File: config.mk
export PLATFORM = sky130hd
export DESIGN_NAME = butterworth_lowpass_biquad
export DESIGN_NICKNAME = d
export VERILOG_FILES = /design/src/hdl/bwbq_pkg.sv /design/src/hdl/butterworth_lowpass_biquad.sv /design/src/hdl/bwbq_ctrl.sv /design/src/hdl/bwbq_datapath.sv
export SDC_FILE = /design/constraint.sdc
export NUM_CORES = 2
export LEC_CHECK = 0
export BUFFER_PORTS_ARGS = -buffer_cell sky130_fd_sc_hd__buf_2
export CAP_MARGIN = 20
export CORE_AREA = 2 2 468 354
export DETAILED_ROUTE_END_ITERATION = 10
export DIE_AREA = 0 0 470 356
export PLACE_DENSITY_LB_ADDON = 0.1
export SETUP_SLACK_MARGIN = 0.3
export SLEW_MARGIN = 20
export SYNTH_ARGS = -nofsm -noshare
export SYNTH_HDL_FRONTEND = slang
export SYNTH_SLANG_ARGS = --single-unit
File: constraint.sdc
create_clock -name clock -period 29.2 [get_ports clock]
set_clock_uncertainty 0.1 [all_clocks]
set_input_delay 0 -clock clock [delete_from_list [all_inputs] [get_ports clock]]
set_output_delay 0 -clock clock [all_outputs]
set_load 0.005 [all_outputs]
File: src/hdl/bwbq_pkg.sv
// Package: shared constants, codes and controller/datapath types of the biquad.
package bwbq_pkg;

   localparam int DEF_SAMPLE_WIDTH = 16;
   localparam int DEF_COEF_WIDTH   = 20;

   // internal fixed-point formats
   localparam int CORE_SAMPLE_W = 16;   // Q1.15
   localparam int CORE_COEF_W   = 20;   // Q4.16
   localparam int DELAY_W       = 36;   // Q6.30
   localparam int PROD_W        = CORE_COEF_W + CORE_SAMPLE_W;   // gain * x, Q.31
   localparam int Y_W           = DELAY_W + 2;                  // y, Q.31
   localparam int MUL_W         = CORE_COEF_W + Y_W;
   localparam int ACC_W         = MUL_W + 2;                    // Q.47 accumulators
   localparam int ACC_SHIFT     = 17;                           // 47 -> 30 fraction bits
   localparam int NEXT_W        = ACC_W - ACC_SHIFT;
   localparam int ACC_ROUND     = 1 << (ACC_SHIFT - 1);
   localparam int COEF_ONE      = 65536;

   localparam int CSR_INDEX_W = 2;

   typedef enum logic [CSR_INDEX_W-1:0] {
      CSR_GAIN = 2'd0,
      CSR_FB1  = 2'd1,
      CSR_FB2  = 2'd2
   } csr_index_type;

   typedef enum logic [1:0] {
      MUL_GAIN,
      MUL_FB1,
      MUL_FB2
   } mul_sel_type;

   typedef enum logic [2:0] {
      ST_IDLE,
      ST_SUM,
      ST_FB1,
      ST_FB2,
      ST_DONE
   } state_type;

   typedef struct packed {
      logic        mul_en;
      mul_sel_type mul_sel;
      logic        sum_en;
      logic        acc1_en;
      logic        finish;
   } dp_cmd_type;

endpackage

File: src/hdl/butterworth_lowpass_biquad.sv
// Top level: second-order lowpass biquad, transposed direct form II.
//
// Samples enter on the req_ channel (req_valid / req_stall) and results leave on
// the rsp_ channel (rsp_valid / rsp_stall); a beat moves when valid is high and
// stall is low. Coefficients are written through csr_write / csr_index / csr_wdata
// (0 gain, 1 first feedback, 2 second feedback); the user must write them only
// while no sample is in flight, as the block itself does not enforce it. Each
// sample uses the single shared 20 x 38 bit multiplier three times (gain, a1,
// a2): the gain product is taken as the sample is accepted, y is then formed from
// the gain product and the first delay, the a1 and a2 products follow, and a last
// step rounds, checks and writes the result; only then is a new sample accepted.
// The result sits in an output register, so the next sample is taken while it
// waits. If rsp_stall holds, the following sample is computed up to its last
// step and then waits until the output register is free; delays update only
// when its result is written.
// Reset clears coefficients and both delays; with zero coefficients the output
// is 0 and fault_reset is low. fault_reset reports a delay overflow or unstable
// coefficients, in which case the output is 0 and both delays are cleared.
module butterworth_lowpass_biquad
   import bwbq_pkg::*;
#(
   parameter int SAMPLE_WIDTH = DEF_SAMPLE_WIDTH,
   parameter int COEF_WIDTH   = DEF_COEF_WIDTH
) (
   input  logic                           clock,
   input  logic                           reset,
   input  logic                           csr_write,
   input  logic [CSR_INDEX_W-1:0]         csr_index,
   input  logic signed [COEF_WIDTH-1:0]   csr_wdata,
   input  logic                           req_valid,
   output logic                           req_stall,
   input  logic signed [SAMPLE_WIDTH-1:0] req_sample_in,
   output logic                           rsp_valid,
   input  logic                           rsp_stall,
   output logic signed [SAMPLE_WIDTH-1:0] rsp_sample_out,
   output logic                           rsp_fault_reset
);

   dp_cmd_type cmd;

   bwbq_ctrl u_ctrl (
      .clock     (clock),
      .reset     (reset),
      .req_valid (req_valid),
      .req_stall (req_stall),
      .rsp_valid (rsp_valid),
      .rsp_stall (rsp_stall),
      .cmd       (cmd)
   );

   bwbq_datapath #(
      .SAMPLE_WIDTH (SAMPLE_WIDTH),
      .COEF_WIDTH   (COEF_WIDTH)
   ) u_datapath (
      .clock           (clock),
      .reset           (reset),
      .csr_write       (csr_write),
      .csr_index       (csr_index),
      .csr_wdata       (csr_wdata),
      .req_sample_in   (req_sample_in),
      .cmd             (cmd),
      .rsp_sample_out  (rsp_sample_out),
      .rsp_fault_reset (rsp_fault_reset)
   );

endmodule

File: src/hdl/bwbq_ctrl.sv
// Sequencer: steps one sample through the shared multiplier and owns the result valid.
module bwbq_ctrl
   import bwbq_pkg::*;
(
   input  logic       clock,
   input  logic       reset,
   input  logic       req_valid,
   output logic       req_stall,
   output logic       rsp_valid,
   input  logic       rsp_stall,
   output dp_cmd_type cmd
);

   state_type state_ff, state_in;
   logic      rsp_valid_ff, rsp_valid_in;
   logic      out_free;

   always_ff @(posedge clock) begin
      if (reset) begin
         state_ff     <= ST_IDLE;
         rsp_valid_ff <= 1'b0;
      end else begin
         state_ff     <= state_in;
         rsp_valid_ff <= rsp_valid_in;
      end
   end

   assign out_free  = !rsp_valid_ff || !rsp_stall;
   assign rsp_valid = rsp_valid_ff;

   always_comb begin
      state_in  = state_ff;
      cmd       = '0;
      req_stall = 1'b1;
      unique case (state_ff)
         ST_IDLE: begin
            req_stall = 1'b0;
            if (req_valid) begin
               cmd.mul_en  = 1'b1;
               cmd.mul_sel = MUL_GAIN;
               state_in    = ST_SUM;
            end
         end
         ST_SUM: begin
            cmd.sum_en = 1'b1;
            state_in   = ST_FB1;
         end
         ST_FB1: begin
            cmd.mul_en  = 1'b1;
            cmd.mul_sel = MUL_FB1;
            state_in    = ST_FB2;
         end
         ST_FB2: begin
            cmd.acc1_en = 1'b1;
            cmd.mul_en  = 1'b1;
            cmd.mul_sel = MUL_FB2;
            state_in    = ST_DONE;
         end
         ST_DONE: begin
            // delays and output register update together, once the output slot is free
            if (out_free) begin
               cmd.finish = 1'b1;
               state_in   = ST_IDLE;
            end
         end
         default: state_in = ST_IDLE;
      endcase
      rsp_valid_in = cmd.finish || (rsp_valid_ff && rsp_stall);
   end

endmodule

File: src/hdl/bwbq_datapath.sv
// Datapath: coefficient registers, shared multiplier, delay state and output register.
module bwbq_datapath
   import bwbq_pkg::*;
#(
   parameter int SAMPLE_WIDTH = DEF_SAMPLE_WIDTH,
   parameter int COEF_WIDTH   = DEF_COEF_WIDTH
) (
   input  logic                           clock,
   input  logic                           reset,
   input  logic                           csr_write,
   input  logic [CSR_INDEX_W-1:0]         csr_index,
   input  logic signed [COEF_WIDTH-1:0]   csr_wdata,
   input  logic signed [SAMPLE_WIDTH-1:0] req_sample_in,
   input  dp_cmd_type                     cmd,
   output logic signed [SAMPLE_WIDTH-1:0] rsp_sample_out,
   output logic                           rsp_fault_reset
);

   localparam int OUT_W     = Y_W + 2;
   localparam int OUT_SHIFT = 32 - SAMPLE_WIDTH;   // y has 31 fraction bits
   localparam logic signed [OUT_W-1:0] OUT_ROUND = (OUT_W'(1) << OUT_SHIFT) >> 1;
   localparam logic signed [OUT_W-1:0] OUT_HI = (OUT_W'(1) << (SAMPLE_WIDTH - 1)) - OUT_W'(1);
   localparam logic signed [OUT_W-1:0] OUT_LO = ~OUT_HI;
   localparam logic signed [CORE_COEF_W+1:0] COEF_ONE_W = (CORE_COEF_W + 2)'(COEF_ONE);
   localparam logic signed [ACC_W-1:0] ACC_ROUND_W = ACC_W'(ACC_ROUND);

   logic signed [CORE_SAMPLE_W-1:0] x_norm;
   logic signed [CORE_COEF_W-1:0]   coef_norm;

   logic signed [CORE_COEF_W-1:0] gain_ff, fb1_ff, fb2_ff;
   logic signed [DELAY_W-1:0]     d1_ff, d1_in, d2_ff, d2_in;
   logic signed [MUL_W-1:0]       mul_ff;
   logic signed [PROD_W-1:0]      prod_ff;
   logic signed [Y_W-1:0]         y_ff, y_in;
   logic signed [NEXT_W-1:0]      next1_ff, next1_in;
   logic signed [SAMPLE_WIDTH-1:0] sample_out_ff, sample_out_in;
   logic                          fault_ff, fault_in;

   logic signed [CORE_COEF_W-1:0] mul_a;
   logic signed [Y_W-1:0]         mul_b;
   logic signed [Y_W-1:0]         prod_y, d1_y;
   logic signed [ACC_W-1:0]       prod_x, d2_x, mul_x, acc1, acc2;
   logic signed [NEXT_W-1:0]      next2;
   logic signed [CORE_COEF_W+1:0] fb1_w, fb2_w, fb1_abs, fb2_lim;
   logic signed [OUT_W-1:0]       y_w, y_rnd, y_shr, y_sat;
   logic                          unstable, ovf1, ovf2, fault;

   // bring sample and coefficient onto the internal formats (floor on narrowing)
   generate
      if (SAMPLE_WIDTH >= CORE_SAMPLE_W) begin : g_x_narrow
         assign x_norm = CORE_SAMPLE_W'(req_sample_in >>> (SAMPLE_WIDTH - CORE_SAMPLE_W));
      end else begin : g_x_widen
         assign x_norm = {req_sample_in, {(CORE_SAMPLE_W - SAMPLE_WIDTH){1'b0}}};
      end
      if (COEF_WIDTH >= CORE_COEF_W) begin : g_c_narrow
         assign coef_norm = CORE_COEF_W'(csr_wdata >>> (COEF_WIDTH - CORE_COEF_W));
      end else begin : g_c_widen
         assign coef_norm = {csr_wdata, {(CORE_COEF_W - COEF_WIDTH){1'b0}}};
      end
   endgenerate

   always_ff @(posedge clock) begin
      if (reset) begin
         gain_ff <= '0;
         fb1_ff  <= '0;
         fb2_ff  <= '0;
         d1_ff   <= '0;
         d2_ff   <= '0;
      end else begin
         if (csr_write) begin
            unique case (csr_index)
               CSR_GAIN: gain_ff <= coef_norm;
               CSR_FB1:  fb1_ff  <= coef_norm;
               CSR_FB2:  fb2_ff  <= coef_norm;
               default:  ;
            endcase
         end
         if (cmd.finish) begin
            d1_ff <= d1_in;
            d2_ff <= d2_in;
         end
      end
   end

   always_ff @(posedge clock) begin
      if (cmd.mul_en) begin
         mul_ff <= MUL_W'(mul_a) * MUL_W'(mul_b);
      end
      if (cmd.sum_en) begin
         prod_ff <= $signed(mul_ff[PROD_W-1:0]);
         y_ff    <= y_in;
      end
      if (cmd.acc1_en) begin
         next1_ff <= next1_in;
      end
      if (cmd.finish) begin
         sample_out_ff <= sample_out_in;
         fault_ff      <= fault_in;
      end
   end

   always_comb begin
      mul_a = gain_ff;
      mul_b = Y_W'(x_norm);
      unique case (cmd.mul_sel)
         MUL_GAIN: begin
            mul_a = gain_ff;
            mul_b = Y_W'(x_norm);
         end
         MUL_FB1: begin
            mul_a = fb1_ff;
            mul_b = y_ff;
         end
         MUL_FB2: begin
            mul_a = fb2_ff;
            mul_b = y_ff;
         end
         default: ;
      endcase
   end

   always_comb begin
      // y = g*x + d1, both at 31 fraction bits
      prod_y = Y_W'($signed(mul_ff[PROD_W-1:0]));
      d1_y   = Y_W'(d1_ff);
      y_in   = prod_y + (d1_y <<< 1);

      prod_x = ACC_W'(prod_ff);
      d2_x   = ACC_W'(d2_ff);
      mul_x  = ACC_W'(mul_ff);
      // d1' = 2g*x - a1*y + d2 ; d2' = g*x - a2*y ; rounded half up to 30 fraction bits
      acc1     = (prod_x <<< ACC_SHIFT) + (d2_x <<< ACC_SHIFT) - mul_x + ACC_ROUND_W;
      acc2     = (prod_x <<< (ACC_SHIFT - 1)) - mul_x + ACC_ROUND_W;
      next1_in = NEXT_W'(acc1 >>> ACC_SHIFT);
      next2    = NEXT_W'(acc2 >>> ACC_SHIFT);

      ovf1 = !((&next1_ff[NEXT_W-1:DELAY_W-1]) || !(|next1_ff[NEXT_W-1:DELAY_W-1]));
      ovf2 = !((&next2[NEXT_W-1:DELAY_W-1]) || !(|next2[NEXT_W-1:DELAY_W-1]));

      // stability triangle: |a2| < 1 and |a1| < 1 + a2
      fb1_w    = (CORE_COEF_W + 2)'(fb1_ff);
      fb2_w    = (CORE_COEF_W + 2)'(fb2_ff);
      fb1_abs  = fb1_w[CORE_COEF_W+1] ? -fb1_w : fb1_w;
      fb2_lim  = fb2_w + COEF_ONE_W;
      unstable = (fb2_w >= COEF_ONE_W) || (fb2_w <= -COEF_ONE_W) || (fb1_abs >= fb2_lim);

      fault = unstable || ovf1 || ovf2;

      y_w   = OUT_W'(y_ff);
      y_rnd = y_w + OUT_ROUND;
      y_shr = y_rnd >>> OUT_SHIFT;
      if (y_shr > OUT_HI) begin
         y_sat = OUT_HI;
      end else if (y_shr < OUT_LO) begin
         y_sat = OUT_LO;
      end else begin
         y_sat = y_shr;
      end

      d1_in         = fault ? '0 : next1_ff[DELAY_W-1:0];
      d2_in         = fault ? '0 : next2[DELAY_W-1:0];
      sample_out_in = fault ? '0 : y_sat[SAMPLE_WIDTH-1:0];
      fault_in      = fault;
   end

   assign rsp_sample_out  = sample_out_ff;
   assign rsp_fault_reset = fault_ff;

endmodule

==> metrics.yaml <==
status:
  outcome: "finished, final reports clean"
yosys:
  synth_top_family_by_area: "adder cells"
  synth_area_um2: 48400
  ys_top_cells_by_area: "fa_1 32%, edfxtp_1 12%, inv_1 8.5%, ha_1 7.6%, nand2_1 5.9%"
  yosys.area_share.adder: 0.401
  synth-main-ff-cell: "edfxtp_1"
  synth_edf_count: 191
  yosys.area_share.simple: 0.155
  async_reset_ff_frac: 0
  seq_area_frac_synth: 0.175
  yosysTopAreaCell: "fa_1"
  synth_cells: 5519
  synthXorXnorAreaFrac: 0.0482
  ys_types: 107
  synth_top_area_share: 0.325
  synth-compound-area-share: 0.110
  synth_mux_area_frac: 0.00845
  syn_area_per_cell_um2: 8.78
  synth_seq_cells: 327
  ys_warn_count: 0
power:
  p_leak_uw: 0.0248
  ir_worst_vdd_mv: 0.0426
  power.total_uw: 3230
  pwr_density_cell_nw_per_um2: 60.8
cells_and_area:
  final_nets: 6659
  final_cell_mix: "1093 x inv_1, 786 x fa_1, 762 x nand2_1"
  syn2layout_area_growth_pct: 9.81
  nFillCells: 17300
  drive_gt1_frac: 0.0594
  final_common_cell: "inv_1"
  seq_area_um2: 8460
  multiInputGateArea_um2: 35200
die:
  die-height_um: 356
  die-area_um2: 167000
  start_util: 0.297
  die_x_um: 470
  core_area_um2: 163000
  io_pins: 62
  placementRows: 129
route:
  firstDrtPassIters: 5
  drtAntennaViolNets: 0
  highest_layer: "met5"
  vias_per_cell: 4.90
  met3_length_mm: 10.1
  route.detailed.drc: 0
  wl_met2_mm: 72.6
  wl_per_cell_um: 22.3
  wl_met1_mm: 88.3
  totalWireLength_mm: 173
  drtIter0Drc: 2557
  num_vias: 37900
critical_path:
  cp_slowest_stage_delay_ns: 0.73
  worstSetupPathType: "reg2reg"
  crit_fanout: 49
  end_kind: "flip-flop"
  cp_top_family: "adder cells"
  path_buf_inv: 9
  slowest_stage: "a2111oi_1"
  critPathArrivalTime_ns: 12.24
  cp-start-kind: "flip-flop"
  crit_top_cell: "fa_1"
  cp.required_ns: 29.45
sta:
  final_max_slew_viol_count: 0
  fmax_ghz: 0.0834
  hold_viol: 0
  period_needed_ns: 11.99
  finalCritPeriodShare: 0.411
  tns_ns: 0
  rsz0062_at_grt: "no"
  fin_ws_ns: 17.21
  maxSlewHeadroom: 0.237
  setup-violations-final: 0
  tightest_slew_ns: 1.14
place:
  hpwl_mm: 142
  gp_congestion: 0.879
  pre_cts_ws_ns: 16.91
  port_buffers: 61
clocking:
  cts_max_path_buffers: 3
  clk_latency_ns: 0.63
  postCtsResizedCells: 0
  clock-sinks: 327
  clk_pin_slew_ns: 0.06
  numCtsBuffers: 39
  cts_tree: "yes"
  clockRootBuffer: "clkbuf_16"
  cts-htree-levels: 2
grt:
  grt_start_max_net_pins: 59
  grt_remaining_overflow: 0
  grt_pass1_wl_mm: 260
  antenna_found_initial: 7
  grt_pass1_vias: 38700
  grt_use_total: 0.208
hold_path:
  hold_path.class: "in2reg"
run:
  cap_violations: 0
sequential cells by signal, summed over array words and instances (netlist names):
| name | flops |
|---|---|
| u_datapath.mul_ff | 58 |
| u_datapath.next1_ff | 43 |
| u_datapath.y_ff | 38 |
| u_datapath.d1_ff | 36 |
| u_datapath.d2_ff | 36 |
| u_datapath.prod_ff | 35 |
| u_datapath.fb1_ff | 20 |
| u_datapath.fb2_ff | 20 |
| u_datapath.gain_ff | 20 |
| u_datapath.rsp_sample_out | 16 |
| u_ctrl.state_ff | 3 |
| u_ctrl.rsp_valid | 1 |
| u_datapath.rsp_fault_reset | 1 |
power breakdown:
part | total, µW | leakage [µW] | switching (µW) | internal [µW]
logic | 2000 | 0.0212 | 1250 | 748
registers | 719 | 0.00292 | 122 | 597
clock network | 518 | 0.000637 | 229 | 289
total | 3230 | 0.0248 | 1600 | 1630
worst paths after layout:
check / startpoint / end / slack [ns] / cells after the start
setup reg to reg: u_ctrl.state_ff[1] / u_datapath.mul_ff[57] / 17.21 / 33
setup / recovery: u_ctrl.state_ff[1] / u_datapath.mul_ff[57] / 17.21 / 33
hold reg to reg: u_datapath.next1_ff[27] / u_datapath.d1_ff[27] / 0.34 / 1
hold / removal: csr_write / u_datapath.fb1_ff[16] / 0.06 / 4
area by class of cell:
type	count	share of cell area
multi-input combinational	3887	0.662
sequential	327	0.159
inverter	1097	0.0775
tap	2161	0.0508
timing repair buffer	185	0.0254
clock buffer	51	0.0207
clock inverter	21	0.00416
antenna	3	0.000141
stage by stage:
stage / util / cells / hold slack [ns] / instance area (µm²)
finish: 0.326 / 7732 / 0.0649 / 53200
global route: 0.326 / 7729 / 0.0902 / 53200
CTS: 0.325 / 7727 / 0.0633 / 53100
detailed placement: 0.315 / 7624 / 0.171 / 51500
global placement: 0.315 / 7623 / 0.166 / 51500
floorplan: - / 5520 / 0.0360 / 48400
cells by family (layout without fill, tap and decap cells):
| logic type | Yosys count | in the layout |
|---|---|---|
| xor+xnor | 266 | 266 |
| flops | 327 | 327 |
| simple gates | 1696 | 1696 |
| mux | 39 | 39 |
| fa+ha+maj | 1080 | 1080 |
| buf+inv | 1306 | 1354 |
| compound gates | 804 | 804 |
| other cells | 1 | 5 |
worst register-to-register path: cells and delay by family, from the launching register on:
| family | cells | cell delay, ns |
|---|---|---|
| simple gates | 5 | 0.98 |
| compound gates | 9 | 3.46 |
| xor+xnor | 1 | 0.09 |
| flops | 1 | 0.47 |
| fa+ha+maj | 9 | 4.58 |
| buf+inv | 9 | 2.08 |
synth_stat cells, types with 7 or more instances:
master	number
a22o_1	42
nor2_1	522
fa_1	786
a21oi_1	234
or3_1	21
o21a_1	47
nand2_1	762
nand3b_1	8
ha_1	293
nand3_1	60
or4_1	8
and3_1	37
edfxtp_1	191
a31oi_1	17
a22oi_1	27
a211oi_1	23
and4_1	10
o211ai_1	22
and2_1	19
or2_2	11
o31ai_1	14
mux2i_1	24
o21ai_0	115
a2111oi_0	7
dfxtp_1	136
mux2_2	15
inv_1	1094
nand2b_1	36
nor3_1	70
o21ai_2	7
nor2b_1	29
o21ai_1	47
a21o_1	96
nand4_1	34
o21bai_1	15
xnor2_1	179
xor2_1	86
nor3b_1	10
nor4_1	25
buf_1	10
clkbuf_1	185
per-layer routing:
layer	up-vias	global-route usage
met5	-	0
met4	2	0.0243
met3	97	0.0299
met2	887	0.310
met1	19500	0.324
li1	17500	-
repair_timing:
action	CTS	global route
setup buffers	0	0
hold buffers	31	0
endpoints found under the hold margin	96	0
No activity file was read; power rests on OpenSTA's default activity.
